**config.mk**
```make
export PLATFORM = sky130hd
export DESIGN_NAME = ptpd_dist
export DESIGN_NICKNAME = d
export VERILOG_FILES = /design/src/assert_macros.svh /design/src/ptpd_pkg.sv /design/src/ptpd_dist.sv
export SDC_FILE = /design/constraint.sdc
export NUM_CORES = 2
export LEC_CHECK = 0
export ABC_CLOCK_PERIOD_IN_PS = 6300
export BUFFER_PORTS_ARGS = -buffer_cell sky130_fd_sc_hd__buf_4
export CAP_MARGIN = 20
export CELL_PAD_IN_SITES_DETAIL_PLACEMENT = 0
export CELL_PAD_IN_SITES_GLOBAL_PLACEMENT = 1
export CORE_UTILIZATION = 40
export DETAILED_ROUTE_END_ITERATION = 10
export PLACE_DENSITY_LB_ADDON = 0.25
export SETUP_SLACK_MARGIN = 0.5
export SLEW_MARGIN = 20
export SYNTH_ARGS = -nofsm -noshare
export SYNTH_HDL_FRONTEND = slang
export SYNTH_SLANG_ARGS = --single-unit
```
**constraint.sdc**
```tcl
create_clock -name i_clk -period 6.3 [get_ports i_clk]
set_input_delay 0.315 -clock i_clk [delete_from_list [all_inputs] [get_ports i_clk]]
set_output_delay 0.315 -clock i_clk [all_outputs]
set_load 0.005 [all_outputs]
```
**src/assert_macros.svh**
```systemverilog
// assertion macros shared by the rtl
`ifndef ASSERT_MACROS_SVH
`define ASSERT_MACROS_SVH
`ifndef NO_ASSERTIONS
`define PTPD_ASSERT(label, clk, rst_n, prop) \
    label: assert property (@(posedge clk) disable iff (!rst_n) prop) \
        else $error("assertion failed");
`define PTPD_ASSERT_NEXT(label, clk, rst_n, pre, post) \
    label: assert property (@(posedge clk) disable iff (!rst_n) (pre) |=> (post)) \
        else $error("assertion failed");
`else
`define PTPD_ASSERT(label, clk, rst_n, prop)
`define PTPD_ASSERT_NEXT(label, clk, rst_n, pre, post)
`endif
`endif

```
**src/ptpd_pkg.sv**
```systemverilog
// shared types and codes of the point table distance block
package ptpd_pkg;
    localparam int FUNC_W        = 2;
    localparam int STATUS_W      = 2;
    localparam int ENTRY_INDEX_W = 6;
    localparam int TOTAL_W       = 29;
    localparam int COUNT_OUT_W   = 7;

    localparam logic [FUNC_W-1:0] FUNC_ADD    = 2'd0;
    localparam logic [FUNC_W-1:0] FUNC_REMOVE = 2'd1;
    localparam logic [FUNC_W-1:0] FUNC_REPORT = 2'd2;

    localparam logic [STATUS_W-1:0] STATUS_OK    = 2'd0;
    localparam logic [STATUS_W-1:0] STATUS_FULL  = 2'd1;
    localparam logic [STATUS_W-1:0] STATUS_RANGE = 2'd2;

    localparam logic [TOTAL_W-1:0] TOTAL_MAX = {TOTAL_W{1'b1}};

    typedef struct packed {
        logic load;
        logic remove;
        logic rotate;
    } t_cell_op;
endpackage

```
**src/ptpd_dist.sv**
```systemverilog
// pipelined distance unit: difference, squares, sum, bit-per-stage root
module ptpd_dist #(
    parameter int COORD_WIDTH = 16
) (
    input  logic                          i_clk,
    input  logic                          i_rst_n,
    input  logic                          i_valid,
    input  logic signed [COORD_WIDTH-1:0] i_ax,
    input  logic signed [COORD_WIDTH-1:0] i_ay,
    input  logic signed [COORD_WIDTH-1:0] i_bx,
    input  logic signed [COORD_WIDTH-1:0] i_by,
    output logic                          o_valid,
    output logic [COORD_WIDTH:0]          o_root,
    output logic                          o_busy
);
    import ptpd_pkg::*;

    localparam int R  = COORD_WIDTH + 1;
    localparam int SQ = 2 * COORD_WIDTH;

    logic signed [COORD_WIDTH:0] dx_s, dy_s;
    logic [COORD_WIDTH-1:0]      r_dx, r_dy;
    logic [SQ-1:0]               r_sx, r_sy;
    logic                        r_v1, r_v2;
    logic [R+1:0]                r_rem  [0:R];
    logic [R-1:0]                r_root [0:R];
    logic [2*R-1:0]              r_val  [0:R];
    logic [R:0]                  r_v;

    assign dx_s = (COORD_WIDTH+1)'(i_ax) - (COORD_WIDTH+1)'(i_bx);
    assign dy_s = (COORD_WIDTH+1)'(i_ay) - (COORD_WIDTH+1)'(i_by);

    always_ff @(posedge i_clk) begin
        if (!i_rst_n) begin
            r_v1    <= 1'b0;
            r_v2    <= 1'b0;
            r_v[0]  <= 1'b0;
        end else begin
            r_v1    <= i_valid;
            r_v2    <= r_v1;
            r_v[0]  <= r_v2;
        end
        r_dx <= dx_s[COORD_WIDTH] ? COORD_WIDTH'(-dx_s) : COORD_WIDTH'(dx_s);
        r_dy <= dy_s[COORD_WIDTH] ? COORD_WIDTH'(-dy_s) : COORD_WIDTH'(dy_s);
        r_sx <= SQ'(r_dx) * SQ'(r_dx);
        r_sy <= SQ'(r_dy) * SQ'(r_dy);
        r_rem[0]  <= '0;
        r_root[0] <= '0;
        r_val[0]  <= (2*R)'(r_sx) + (2*R)'(r_sy);
    end

    // one result bit per stage
    for (genvar s = 1; s <= R; s++) begin : g_root
        logic [R+1:0] rem_sh, trial;
        assign rem_sh = {r_rem[s-1][R-1:0], r_val[s-1][2*R-1:2*R-2]};
        assign trial  = {r_root[s-1], 2'b01};
        always_ff @(posedge i_clk) begin
            if (!i_rst_n) begin
                r_v[s] <= 1'b0;
            end else begin
                r_v[s] <= r_v[s-1];
            end
            r_val[s] <= {r_val[s-1][2*R-3:0], 2'b00};
            if (rem_sh >= trial) begin
                r_rem[s]  <= rem_sh - trial;
                r_root[s] <= {r_root[s-1][R-2:0], 1'b1};
            end else begin
                r_rem[s]  <= rem_sh;
                r_root[s] <= {r_root[s-1][R-2:0], 1'b0};
            end
        end
    end

    assign o_valid = r_v[R];
    assign o_root  = r_root[R];
    assign o_busy  = r_v1 | r_v2 | (|r_v);
endmodule

```
# After elaboration in Yosys (flattened, before gate mapping)

Memories as Yosys holds them, arrays and structs flattened.
Cells that the tools add are included.

Output and inout bits: 19
Bits of input ports: 67
Memories: 3
RAM bits: 1,260
Flip-flop bits (word level): 116

$add $sub $neg: 22
Multiplexer cells: 87
Multiply operators: 2
Magnitude comparators: 17
Bitwise gates (word level): 36
Reduce and logical (&&, ||, !) cells: 1

Memories:

| name   | words | width | read ports | clocked after Yosys merged registers in | wr ports | line            | RTL |
|---|---|---|---|---|---|---|---|
| r_val  | 18    | 34    | 17         | 0                                       | 18       | ptpd_dist.sv:27 | `logic [2*R-1:0] r_val [0:R];` |
| r_rem  | 18    | 19    | 17         | 0                                       | 18       | ptpd_dist.sv:25 | `logic [R+1:0] r_rem [0:R];` |
| r_root | 18    | 17    | 18         | 0                                       | 18       | ptpd_dist.sv:26 | `logic [R-1:0] r_root [0:R];` |

Operators by type and width:

| operator          | number |
|---|---|
| $ge A19 B19 Y1    | 17 |
| $mux W19          | 17 |
| $sub A19 B19 Y19  | 17 |
| $mux W17          | 17 |
| $mul A16 B16 Y32  | 2 |
| $mux W1           | 51 |
| $or A1 B1 Y1      | 36 |
| $sub A16 B16 Y17  | 2 |
| $add A32 B32 Y33  | 1 |
| $mux W16          | 2 |
| $neg A16 Y16      | 2 |
| $reduce_or A18 Y1 | 1 |

# Depth between registers and ports, before layout

An unclocked memory read counts as a cell.

Depth after elaboration: 5
Gate-level depth with buffers: 26
Gate-level depth less buffers: 25

# Worst setup path after synthesis

OpenSTA, ideal clock, no wires.

Path kind: reg2reg
Start: register r_dx[14]
End: register r_sx[31]
Period minus slack after synthesis: 6.361 ns
Setup time: 0.072 ns
Setup slack: -0.061 ns
Stages on the path, launching flop included: 24
Required time: 6.228 ns
Data arrival time: 6.289 ns
Cells stage by stage: dfxtp_1 -> clkbuf_1 -> clkbuf_1 -> nand2_1 -> fa_1 -> fa_1 -> inv_1 -> fa_1 -> fa_1 -> fa_1 -> inv_1 -> fa_1 -> inv_1 -> ha_1 -> a21o_1 -> a21o_1 -> a21oi_1 -> nor2b_1 -> a211o_1 -> a41o_1 -> o41ai_1 -> o21ai_0 -> a21oi_1 -> xnor2_1

Longest elaborated chain between the ends: 1

RTL lines:

| what                   | line            | RTL |
|---|---|---|
| from (decl)            | ptpd_dist.sv:22 | `logic [COORD_WIDTH-1:0] r_dx, r_dy;` |
| from (signal assigned) | ptpd_dist.sv:43 | `r_dx <= dx_s[COORD_WIDTH] ? COORD_WIDTH'(-dx_s) : COORD_WIDTH'(dx_s);` |
| $mul A16 B16 Y32       | ptpd_dist.sv:45 | `r_sx <= SQ'(r_dx) * SQ'(r_dx);` |
| to (signal assigned)   | ptpd_dist.sv:45 |  |
| to (decl)              | ptpd_dist.sv:23 | `logic [SQ-1:0] r_sx, r_sy;` |

Every way passes these cells.
A chain may end at the register's enable or synchronous reset.

# Worst setup path after layout

Start: register r_dx[10]
End: register r_sx[28]

Same word-level chain as after synthesis.

==> metrics <==
status=complete, no violations; H-tree depth=3; flip-flop and latch count after synthesis=approximately 800; most frequent cell after synthesis=dfxtp_1; kind of critical path=register to register; layout cells sized above 1=0.119; Setup TNS=0 ns; TritonRoute pass-1 iters=6; Worst Hold Class=input port to register; most common library cells after synthesis=dfxtp_1 (822), inv_1 (781), ha_1 (436); Yosys top cell by area=dfxtp_1; vias in the first global route=approximately 30k; max-cap viol count=0; worst-margin pin slew=0.830 ns; Crit Path Max Fanout=3; DRC=0; Netlist Area Pre-Place=44300 um^2; Yosys Warn Count=0; Pins Over Slew Limit=0; Die Height=335 um; vias per inst=4.65; min cycle time layout=just under 6 ns; port bufs=85; die footprint=112000 um^2; asr flop ratio synth=0; Final Cycle Share=0.925; Max-slew headroom=0.446; Syn Inst Count=4515; EDFF count, synth=0; Yosys cell types=76; Hold Crit Start=i_bx[0]; critical-path cell list=and2_4 -> fa_1 -> inv_1 -> fa_1 -> inv_1 -> fa_1 -> inv_1 -> fa_1 -> inv_1 -> fa_1 -> inv_1 -> fa_1 -> inv_2 -> ha_4 -> and4_4 -> a221o_1 -> a31oi_4 -> a2111oi_4 -> o31ai_2 -> a21oi_2 -> a221o_1 -> a21oi_2 -> xnor2_1; Startpoint Class=register; Syn Nets=5344; GPL Wtd Cong=0.806; Worst path slowest cell=fa_1; worst path arrival time=6.38 ns; Cell Rows=roughly 120; Seq/Total Area, Yosys=0.372; syn_area_per_cell=9.80 um^2; CTS tree=yes; Max Root-Sink Buffers=3; vias=about 29k; worst-skew pair later-pin latency=0.64 ns; most used cell, CP=fa_1; DRT Wirelength=88200 um; post-DP HPWL=71000 um; Final Hold Viols=0; Yosys top cell area share=0.372; initial antenna violation count=0; wire per inst=roughly 14 um; I/O Pins=86; total CTS buffers=84; Crit path largest cell delay=0.55 ns; Post-Route Skew=about 0.033 ns; GRT Residual Overflow=0; CP startpoint=r_dx[10]; clk slew on worst S/H paths=0.06 ns; area grow syn2layout=15.8%; first-pass GRT wire length=around 150000 um; CP endpoint kind=register; Setup-failing EPs final=0; r2r startpoint=r_dx[10]; synth top area cells=dfxtp_1 (37%), fa_1 (15%), ha_1 (12%); initial cell density of the core=0.405; # diodes=0; largest net degree at the start of global routing=28; nets=approximately 5.6k; clock sinks=between 800 and 900; Worst Path Required=6.86 ns; CP delay by family, top=adder cells; CP bufs+invs=6; ANT nets after route=0; Synth Flop Type=dfxtp_1; Iter 0 DRT Violations=987; f_max=172 MHz; Die Wd=approximately 330 um; area of the core=approximately 110000 um^2; CTS root buffer=clkbuf_16; RSZ-0062 raised after global routing=true; Tot GR Track Use=0.162
worst register-to-register path, delay by kind of cell (launching register included):
family,cells,cell delay (ns)
xor+xnor,1,0.12
flops,1,0.36
fa+ha+maj,7,3.16
compound gates,7,1.52
buf+inv,6,0.31
simple gates,2,0.31
final timing paths:
kind,slack (ns),cells after the start,end
worst max-delay path,0.47,23,r_sx[28]
worst min-delay path,0.03,3,r_dx[0]
worst max register to register,0.47,23,r_sx[28]
worst min register to register,0.30,0,r_val[2][4]
layer usage:
layer / GRT usage / part of all wire / vias up
li1: - / - / 15044
met1: 0.196 / 0.44 / 13831
met2: 0.298 / 0.51 / 259
met3: 0.0215 / 0.023 / 125
met4: 0.0418 / 0.022 / 0
met5: 0 / 0 / -
kinds of logic (layout without fill, tap and decap cells):
family | after synthesis | after routing | synth area share
buf+inv | 853 | 1151 | 0.0725
mux | 40 | 40 | 0.00998
simple gates | 1062 | 1062 | 0.118
compound gates | 663 | 663 | 0.0948
fa+ha+maj | 762 | 762 | 0.271
flops | 822 | 822 | 0.372
xor+xnor | 312 | 312 | 0.0617
other cells | 1 | 1 | 0.0000847
per-stage QoR:
| stage | setup slack [ns] | utilization | hold slack [ns] | area, um^2 | instances |
|---|---|---|---|---|---|
| final | 0.474 | 0.469 | 0.0293 | 51200 | 6289 |
| after floorplan | 0.465 | - | 0.310 | 44600 | 4515 |
| after global placement | 0.142 | 0.431 | 0.310 | 47100 | 6063 |
| after CTS | 0.318 | 0.462 | 0.0185 | 50500 | 6252 |
| after detailed placement | 0.0442 | 0.431 | 0.312 | 47100 | 6063 |
| after global routing | 0.217 | 0.469 | 0.0502 | 51200 | 6289 |
timing repair:
item,CTS,global route
setup buffers,36,36
hold buffers,4,0
resized for setup,95,111
cloned,0,1
hold endpoints to repair,21,0
setup endpoints to repair,24,23
pin swaps,37,67
flip-flops by register name, indices dropped and copies added (netlist names), 16 cells and up:
name    cells
r_root    153
r_sx       31
r_dx       16
r_sy       31
r_val     305
r_v        17
r_dy       16
r_rem     250
placed cells by master, fill, tap and decap left out, drive strengths merged, types with 8 or more instances in the layout:
cell	netlist	routed
o21ai	137	137
nor2b	50	50
clkinvlp	0	8
o21a	50	50
o31ai	33	33
xor2	110	110
inv	781	783
o21bai	12	12
and2	112	112
fa	326	326
clkinv	3	27
mux2	33	33
nand4	25	25
and3	16	16
a31o	11	11
nand2	299	299
a31oi	22	22
ha	436	436
nor2	234	234
buf	6	213
nand3	57	57
nor3	84	84
nand3b	10	10
nor4	32	32
nor3b	11	11
or2	26	26
a21o	73	73
dfxtp	822	822
o211ai	8	8
clkbuf	63	111
xnor2	202	202
a21boi	25	25
or3	23	23
a211oi	21	21
a21oi	214	214
or4	14	14
nand2b	51	51
final cells by class:
class / instances / area [um^2]
fillers: 10496 / 58100
clock inverters: 39 / 478
repair buffers: 218 / 1830
multi-input cells: 2840 / 25300
inverters: 784 / 2950
clock buffers: 110 / 2320
flip-flops and latches: 822 / 16600
well taps: 1476 / 1850
Power is left out: the tool's default activity adds up to more than one toggle a clock period on the data nets, which glitch-free logic cannot reach.
