**config.mk**
```make
export PLATFORM = sky130hd
export DESIGN_NAME = ptpd_cell
export DESIGN_NICKNAME = d
export VERILOG_FILES = /design/src/assert_macros.svh /design/src/ptpd_pkg.sv /design/src/ptpd_cell.sv
export SDC_FILE = /design/constraint.sdc
export NUM_CORES = 1
export LEC_CHECK = 0
export ABC_AREA = 0
export BUFFER_PORTS_ARGS = -buffer_cell sky130_fd_sc_hd__buf_2
export CORE_MARGIN = 5
export CORE_UTILIZATION = 39
export CTS_CLUSTER_SIZE = 10
export DETAILED_ROUTE_END_ITERATION = 12
export HOLD_SLACK_MARGIN = 0.1
export PLACE_DENSITY = 0.92
export SYNTH_ARGS = -nofsm -noshare
export SYNTH_HDL_FRONTEND = slang
export SYNTH_SLANG_ARGS = --single-unit
```
**constraint.sdc**
```tcl
create_clock -name i_clk -period 2.7 [get_ports i_clk]
set_input_delay 0.27 -clock i_clk [delete_from_list [all_inputs] [get_ports i_clk]]
set_output_delay 0.27 -clock i_clk [all_outputs]
set_load 0.03 [all_outputs]
```
**src/assert_macros.svh**
```systemverilog
// assertion macros shared by the rtl
`ifndef ASSERT_MACROS_SVH
`define ASSERT_MACROS_SVH
`ifndef NO_ASSERTIONS
`define PTPD_ASSERT(label, clk, rst_n, prop) \
    label: assert property (@(posedge clk) disable iff (!rst_n) prop) \
        else $error("assertion failed");
`define PTPD_ASSERT_NEXT(label, clk, rst_n, pre, post) \
    label: assert property (@(posedge clk) disable iff (!rst_n) (pre) |=> (post)) \
        else $error("assertion failed");
`else
`define PTPD_ASSERT(label, clk, rst_n, prop)
`define PTPD_ASSERT_NEXT(label, clk, rst_n, pre, post)
`endif
`endif

```
**src/ptpd_pkg.sv**
```systemverilog
// shared types and codes of the point table distance block
package ptpd_pkg;
    localparam int FUNC_W        = 2;
    localparam int STATUS_W      = 2;
    localparam int ENTRY_INDEX_W = 6;
    localparam int TOTAL_W       = 29;
    localparam int COUNT_OUT_W   = 7;

    localparam logic [FUNC_W-1:0] FUNC_ADD    = 2'd0;
    localparam logic [FUNC_W-1:0] FUNC_REMOVE = 2'd1;
    localparam logic [FUNC_W-1:0] FUNC_REPORT = 2'd2;

    localparam logic [STATUS_W-1:0] STATUS_OK    = 2'd0;
    localparam logic [STATUS_W-1:0] STATUS_FULL  = 2'd1;
    localparam logic [STATUS_W-1:0] STATUS_RANGE = 2'd2;

    localparam logic [TOTAL_W-1:0] TOTAL_MAX = {TOTAL_W{1'b1}};

    typedef struct packed {
        logic load;
        logic remove;
        logic rotate;
    } t_cell_op;
endpackage

```
**src/ptpd_cell.sv**
```systemverilog
// one table cell holding a single point
module ptpd_cell #(
    parameter int COORD_WIDTH = 16,
    parameter int CNT_W       = 7,
    parameter int POS         = 0
) (
    input  logic                          i_clk,
    input  ptpd_pkg::t_cell_op            i_op,
    input  logic [CNT_W-1:0]              i_count,
    input  logic [CNT_W-1:0]              i_index,
    input  logic signed [COORD_WIDTH-1:0] i_new_x,
    input  logic signed [COORD_WIDTH-1:0] i_new_y,
    input  logic signed [COORD_WIDTH-1:0] i_next_x,
    input  logic signed [COORD_WIDTH-1:0] i_next_y,
    input  logic signed [COORD_WIDTH-1:0] i_head_x,
    input  logic signed [COORD_WIDTH-1:0] i_head_y,
    output logic signed [COORD_WIDTH-1:0] o_x,
    output logic signed [COORD_WIDTH-1:0] o_y
);
    import ptpd_pkg::*;

    localparam logic [CNT_W-1:0] MY_POS  = CNT_W'(POS);
    localparam logic [CNT_W-1:0] MY_NEXT = CNT_W'(POS + 1);

    logic signed [COORD_WIDTH-1:0] r_x, r_y;

    always_ff @(posedge i_clk) begin
        if (i_op.load && (i_count == MY_POS)) begin
            r_x <= i_new_x;
            r_y <= i_new_y;
        end else if (i_op.remove && (MY_POS >= i_index) && (MY_NEXT < i_count)) begin
            r_x <= i_next_x;
            r_y <= i_next_y;
        end else if (i_op.rotate) begin
            if (MY_NEXT < i_count) begin
                r_x <= i_next_x;
                r_y <= i_next_y;
            end else if (MY_NEXT == i_count) begin
                // last live cell closes the ring
                r_x <= i_head_x;
                r_y <= i_head_y;
            end
        end
    end

    assign o_x = r_x;
    assign o_y = r_y;
endmodule

```
After elaboration in Yosys (flattened, before gate mapping)
Index checks and enable logic that the tools add are counted.
Widths: inputs -> output; s select.
{"block": "totals", "reg_bits": 32, "latchBits": 0, "ramBits": 0, "romBits": 0, "input_bits": 114, "out_inout_bits": 32, "n_memories": 0}
{"block": "classes", "n_addsub": 0, "n_mul": 0, "div_mod_pow": 0, "order_cmp": 2, "n_eq_ne": 1, "shifts": 0, "muxes": 10, "bitwise": 0, "n_reduce_logical": 7}
{"cell": "$mux 16", "n": 10}
{"cell": "$eq 1x7->1 const A", "n": 1}
{"cell": "$ge 1x7->1 const A", "n": 1}
{"cell": "$logic_not 7->1", "n": 1}
{"cell": "$lt 1x7->1 const A", "n": 1}
{"cell": "$reduce_bool 4->1", "n": 1}
{"cell": "$logic_and 1x1->1", "n": 3}
{"cell": "$reduce_bool 3->1", "n": 1}
{"cell": "$reduce_and 2->1", "n": 1}

Depth between registers and ports, before layout
Gate-level depths: netlist of the first run.
{"block": "logic_depth", "word_depth": 6, "depth_mapped": 5, "mapped_depth_nobuf": 3}

Least setup slack after synthesis of the first run
OpenSTA, ideal clock, no wires.
{"block": "synth_timing", "path_kind": "input to register", "from": "input port i_count[2]", "to": "register r_x[0], in the netlist o_x[0] (enable)", "setup_time_ns": 0.394, "t_arrival_ns": 1.783, "required_ns": 2.306, "slack_ns": 0.523, "cell_stages": 4, "cell_sequence": "nor4_4 > and2_1 > buf_2 > o31a_1"}
{"block": "synth_between", "elab_chain_len": 4, "word_cells_on_any_way": 8, "classes_between": "order compare (1); eq/ne (1); reduce/logical (6)"}
{"item": "start: declaration", "line_no": "ptpd_cell.sv:9", "rtl": "input logic [CNT_W-1:0] i_count,"}
{"item": "$lt 1x7->1 or $logic_not 7->1 (tied branches)", "line_no": "ptpd_cell.sv:31, ptpd_cell.sv:35, ptpd_cell.sv:28"}
{"item": "$logic_and 1x1->1 (on tied branches)", "line_no": "ptpd_cell.sv:31, ptpd_cell.sv:28"}
{"item": "$reduce_bool 4->1 (no line) or $reduce_bool 3->1 (tied branches)"}
{"item": "$reduce_and 2->1 (no line) *"}
{"item": "end signal: assignment", "line_no": "ptpd_cell.sv:32", "rtl": "r_x <= i_next_x;"}
{"item": "end signal: assignment", "line_no": "ptpd_cell.sv:36", "rtl": "r_x <= i_next_x;"}
{"item": "end signal: assignment", "line_no": "ptpd_cell.sv:40", "rtl": "r_x <= i_head_x;"}
{"item": "end: declaration", "line_no": "ptpd_cell.sv:25", "rtl": "logic signed [COORD_WIDTH-1:0] r_x, r_y;"}
Every way passes the cells marked *; elsewhere a longest branch is shown, timed or not.
A chain may end at the register's enable or synchronous reset.

Worst setup path in the final report of the first run
{"block": "layout_timing", "from": "input port i_count[2]", "to": "register r_x[11], in the netlist o_x[11] (enable)"}
The elaborated chain is that of the path after synthesis.

==> results of run 1 <==
==> placed cells by master, fill, tap and decap left out, drive strengths merged <==
| master | netlist | routed |
|---|---|---|
| mux2i | 32 | 32 |
| o211ai | 1 | 1 |
| clkbuf | 3 | 6 |
| clkinv | 0 | 1 |
| edfxtp | 32 | 32 |
| and4b | 1 | 1 |
| nor2 | 3 | 3 |
| buf | 11 | 151 |
| a21oi | 64 | 64 |
| nor2b | 2 | 2 |
| and2 | 1 | 1 |
| bufinv | 0 | 1 |
| o31a | 1 | 1 |
| nor4 | 2 | 2 |
==> per-layer routing <==
| metal | global-route usage, % | wire length (um) |
|---|---|---|
| met1 | 18.6 | 1880 |
| met3 | 7.38 | 590 |
| met4 | 3.61 | 34 |
| met5 | 0 | 0 |
| met2 | 33.9 | 3020 |
==> cell usage after synthesis, drive strengths merged <==
library cell and n:
a21oi 64, edfxtp 32, mux2i 32, buf 11, clkbuf 3, nor2 3, nor2b 2, nor4 2
and2 1, and4b 1, o211ai 1, o31a 1
==> sequential cells by signal, summed over array words and instances, names as in the netlist <==
register  count
o_y          16
o_x          16
==> cells by family after synthesis <==
family / count (synthesis) / synth area share, %
flops: 32 / 54.6
mux: 32 / 18.2
compound gates: 66 / 19.1
buf+inv: 14 / 4.20
simple gates: 9 / 3.84
==> per-stage QoR <==
| step | instance area [um^2] | setup slack [ns] | power, uW | utilization, % | hold WS [ns] |
|---|---|---|---|---|---|
| detailed placement | 2560 | 0.761 | 951 | 58.7 | 0.596 |
| global placement | 2560 | 0.813 | 940 | 58.7 | 0.587 |
| floorplan | 1760 | 0.523 | 799 | - | 0.497 |
| global route | 2670 | 0.952 | 1450 | 61.2 | 0.324 |
| CTS | 2670 | 1.05 | 1390 | 61.2 | 0.310 |
| finish | 2670 | 1.05 | 1380 | 61.2 | 0.314 |
==> worst paths after layout <==
check / from / to / slack [ns] / cells after the start
max: i_count[2] / o_x[11] / 1.05 / 6
min: i_next_y[1] / o_y[1] / 0.31 / 3
==> worst max-delay path, delay by kind of cell <==
family | cells | cell delay [ns]
buffers and inverters | 3 | 0.70
AO/OA/AOI/OAI | 2 | 0.43
AND/OR/NAND/NOR | 1 | 0.27
==> final cells by class <==
| type | count | area, um^2 |
|---|---|---|
| clock buffer | 6 | 72.6 |
| clock inverter | 2 | 35.0 |
| fill | 371 | 1690 |
| multi-input combinational | 107 | 736 |
| sequential | 32 | 961 |
| tap | 52 | 65.1 |
| timing repair buffer | 151 | 796 |
==> power by group through the flow <==
stage	Combinational [uW]	Sequential, uW	Clock (uW)
4_1_cts	332	609	451
5_1_grt	356	612	479
2_1_floorplan	86.2	713	0
3_3_place_gp	323	617	0
3_5_place_dp	332	620	0
6_report	329	609	446
==> impl_metrics.toml, run 1 <==
[cts]
htreeDepth = 2
max-clock-path-buffers = 2
clock-sinks = 32
clock_tree.root_cell = "sky130_fd_sc_hd__clkbuf_8"
cts.repair_timing.setup_buffer_count = 0
cts.reportedPaths.clkPinSlew_ns = 0.07
tritoncts.num_buffers = 5
cts_repair_resize_count = 0
postCtsHoldBufs = 0
cts_tree = "done"

[die]
core_area_um2 = 4350
initial_core_util_pct = 40.4
fp-row-count = 24
die_height_um = 77.2
die_w_um = 77.2
io-pin-count = 146
overall_die_area_um2 = 5950

[synthesis]
synth.cell_area_um2 = 1760
syn-num-nets = 267
yosysSeqAreaShare_pct = 54.6
post_synth_main_area_contributors = "sky130_fd_sc_hd__edfxtp_1, sky130_fd_sc_hd__a21oi_1, sky130_fd_sc_hd__mux2i_1, sky130_fd_sc_hd__buf_2, sky130_fd_sc_hd__buf_4"
post_synth.cell_area_avg_um2 = 11.5
yosysTopAreaCellShare_pct = 54.6
ys_types = 14
synth_largest_area_cell = "sky130_fd_sc_hd__edfxtp_1"
postSynthCellCount = 153
register_bit_count_reported_by_yosys = 32
yosysWarningCount = 0

[layout]
layout_cells_sized_above_1_pct = 54.4
areaGrowthSynthToFinish_pct = 51.5
final_net_count = 411
layout.cells.non_filler = 350
diodes = 0

[flow_run]
max_cap_viol_count = 0

[timing]
slew_violations = 0
final-setup-viol-count = 0
achievable-frequency_mhz = 607
finalHoldViolCount = 0
max-slew-margin-rel_pct = 55.2
timing.final.crit_share_pct = 61.0
unrepaired_setup_endpoints_after_global_routing = "no"
timing_worst_slew_pin_value_ns = 0.671
timing.setup.tns_ns = 0
finalCriticalPeriod_ns = 1.65

[drt]
initialDrtViolationCount = 57
vias_per_cell = 5.04
postRouteWirelength_mm = 5.52
route.detailed.wl_per_inst_um = 15.8
detail_route.drc_violations = 0
detail_route.first_pass.iterations = 4
drtAntennaViolNets = 0
detailroute.via_count = 1764

[worst_setup_path]
cpMaxStageDelayCell = "sky130_fd_sc_hd__buf_4"
endpoint_kind = "flip-flop"
cpPeakStageDelay_ns = 0.36
cp_data_required_time_ns = 2.74
setup.worst_path.class = "primary input to flip-flop"
highest_fanout_seen_on_the_critical_path = 33
cp-start-kind = "primary input"
cp_data_arrival_time_ns = 1.68
crit_chain = "buf_2, nor4_4, buf_4, o211ai_1, o31a_2, buf_12"

[pwr]
switching_power_summed_over_all_nets_uw = 379
comb_power_share_pct = 23.8
internal-power_uw = 1000
switching_power_as_a_share_of_total_power_pct = 27.4
power.share.clock_pct = 32.3
vdd_ir_drop_max_mv = 0.297
static-leakage-power_uw = 0.00124
power_density_nw_per_um2 = 519
pwr-share-seq_pct = 44.0

[placement]
place.port_buffers = 145
detailed_placement_hpwl_mm = 4.35
dp.cells = 342
gpl.final_weighted_congestion = 0.734

[global_route]
first_global_vias = 1925
grt_usage_pct = 18.1
grt_max_degree = 34
number_of_antenna_violations_at_the_first_check_in_global_routing = 0
grt-ovfl-total = 0
global_route_wire_length_before_repair_mm = 8.68

[outcome]
result_of_the_run = "complete, no violations"

[min_path]
timing.hold.worst.class = "primary input to flip-flop"
No activity file was read; power rests on OpenSTA's default activity.
==> inputs of run 2 (changes only) <==
clock period = 1.7 ns   (was 2.7 ns; I/O delays follow)
==> run 2 against run 1 <==
  * Wire length is 4.5% lower
  * Power is 45% higher
  * Worst setup slack worse by 0.63 ns
  * Sequential share of layout area is 0.60 points higher
  * Die area stayed put
  * Hold slack worse by 0.10 ns
  * Largest cell class unchanged
==> impl_metrics.toml, run 2 (synthesis gave the netlist of run 1 again) <==
[worst_setup_path]
cp-start-kind = "primary input"
setup.worst_path.class = "primary input to flip-flop"
highest_fanout_seen_on_the_critical_path = 32
endpoint_kind = "flip-flop"
cp_data_arrival_time_ns = 1.21
cp_data_required_time_ns = 1.63

[outcome]
result_of_the_run = "complete, no violations"

[drt]
initialDrtViolationCount = 61
vias_per_cell = 5.06
route.detailed.wl_per_inst_um = 15.1
postRouteWirelength_mm = 5.27
detail_route.first_pass.iterations = 4
drtAntennaViolNets = 0
detailroute.via_count = 1760
detail_route.drc_violations = 0

[timing]
timing_worst_slew_pin_value_ns = 0.419
slew_violations = 0
timing.final.crit_share_pct = 75.2
timing.setup.tns_ns = 0
max-slew-margin-rel_pct = 72.1
unrepaired_setup_endpoints_after_global_routing = "no"
achievable-frequency_mhz = 783
finalHoldViolCount = 0
final-setup-viol-count = 0
finalCriticalPeriod_ns = 1.28
finalWorstSetupSlack_ns = 0.422

[pwr]
power_density_nw_per_um2 = 766
switching_power_as_a_share_of_total_power_pct = 28.9
static-leakage-power_uw = 0.00121
comb_power_share_pct = 25.6
internal-power_uw = 1430
vdd_ir_drop_max_mv = 0.387
switching_power_summed_over_all_nets_uw = 579
power.share.clock_pct = 26.2
pwr-share-seq_pct = 48.2

[cts]
tritoncts.num_buffers = 5
cts.reportedPaths.clkPinSlew_ns = 0.06
cts_repair_resize_count = 0
max-clock-path-buffers = 2
htreeDepth = 2
cts_tree = "done"
postCtsHoldBufs = 0
cts.repair_timing.setup_buffer_count = 0
clock_tree.root_cell = "sky130_fd_sc_hd__clkbuf_8"
clock-sinks = 32

[die]
overall_die_area_um2 = 5950
fp-row-count = 24
die_height_um = 77.2
die_w_um = 77.2
core_area_um2 = 4350
initial_core_util_pct = 40.4
io-pin-count = 146

[min_path]
timing.hold.worst_path_depth = 3
timing.hold.worst.class = "primary input to flip-flop"

[global_route]
first_global_vias = 1865
grt_max_degree = 33
global_route_wire_length_before_repair_mm = 8.26
grt-ovfl-total = 0
grt_usage_pct = 17.2
number_of_antenna_violations_at_the_first_check_in_global_routing = 0

[placement]
place.port_buffers = 145
detailed_placement_hpwl_mm = 4.05
detailedPlace.worstSlack_ns = 0.118
gpl.final_weighted_congestion = 0.727

[layout]
final_net_count = 410
areaGrowthSynthToFinish_pct = 49.0
mostFrequentLayoutCell = "sky130_fd_sc_hd__buf_2"
final_layout_fill_cell_count = 369
final_cell_mix = "sky130_fd_sc_hd__buf_2, sky130_fd_sc_hd__a21oi_1, sky130_fd_sc_hd__mux2i_1, sky130_fd_sc_hd__edfxtp_1, sky130_fd_sc_hd__clkbuf_8"
layout_cells_sized_above_1_pct = 53.7
diodes = 0

[flow_run]
max_cap_viol_count = 0
-- run 2: cell count changes in the layout (fill, tap and decap cells not counted) --
cell / previous run / this run
sky130_fd_sc_hd__clkinv_1: 0 / 2
sky130_fd_sc_hd__buf_12: 2 / 1
sky130_fd_sc_hd__bufinv_16: 1 / 0
sky130_fd_sc_hd__clkbuf_1: 1 / 0
sky130_fd_sc_hd__clkinv_2: 1 / 0
sky130_fd_sc_hd__o31a_2: 1 / 0
sky130_fd_sc_hd__o31a_4: 0 / 1
-- run 2: through the flow --
step | cells | power, uW | instance area [um^2] | hold WS (ns) | util (%)
floorplan | 153 | 1270 | 1770 | 0.397 | -
global placement | 341 | 1480 | 2540 | 0.487 | 58.4
detailed placement | 341 | 1500 | 2540 | 0.494 | 58.4
CTS | 348 | 2030 | 2620 | 0.205 | 60.2
global route | 348 | 2110 | 2620 | 0.210 | 60.2
finish | 348 | 2010 | 2620 | 0.209 | 60.2
-- run 2: critical path: stages --
cell	delay, ns
sky130_fd_sc_hd__buf_2	0.11
sky130_fd_sc_hd__nor4_4	0.29
sky130_fd_sc_hd__and2_1	0.20
sky130_fd_sc_hd__o31a_4	0.42
-- run 2: power groups by stage --
| stage | combinational (uW) | clock, uW | sequential [uW] |
|---|---|---|---|
| final | 513 | 526 | 968 |
| after global routing | 553 | 579 | 974 |
| after CTS | 518 | 540 | 969 |
| after detailed placement | 518 | 0 | 984 |
| after global placement | 505 | 0 | 980 |
| after floorplan | 139 | 0 | 1130 |
-- run 2: layout make-up --
| class | count | area [um^2] | area share [%] |
|---|---|---|---|
| clock inverter | 2 | 7.51 | 0.286 |
| multi-input combinational | 107 | 743 | 28.4 |
| tap | 52 | 65.1 | 2.48 |
| sequential | 32 | 961 | 36.7 |
| timing repair buffer | 150 | 776 | 29.6 |
| clock buffer | 5 | 68.8 | 2.63 |
-- run 2: metal layers --
layer  wire, um  GRT usage [%]
met4         64           5.15
met1       1960           19.3
met3        526           6.09
met5          0              0
met2       2720           30.3
-- run 2: path summary, 6_finish.rpt --
path,startpoint,end,slack [ns]
setup / recovery,i_count[2],o_x[9],0.42
hold / removal,i_next_y[6],o_y[6],0.21
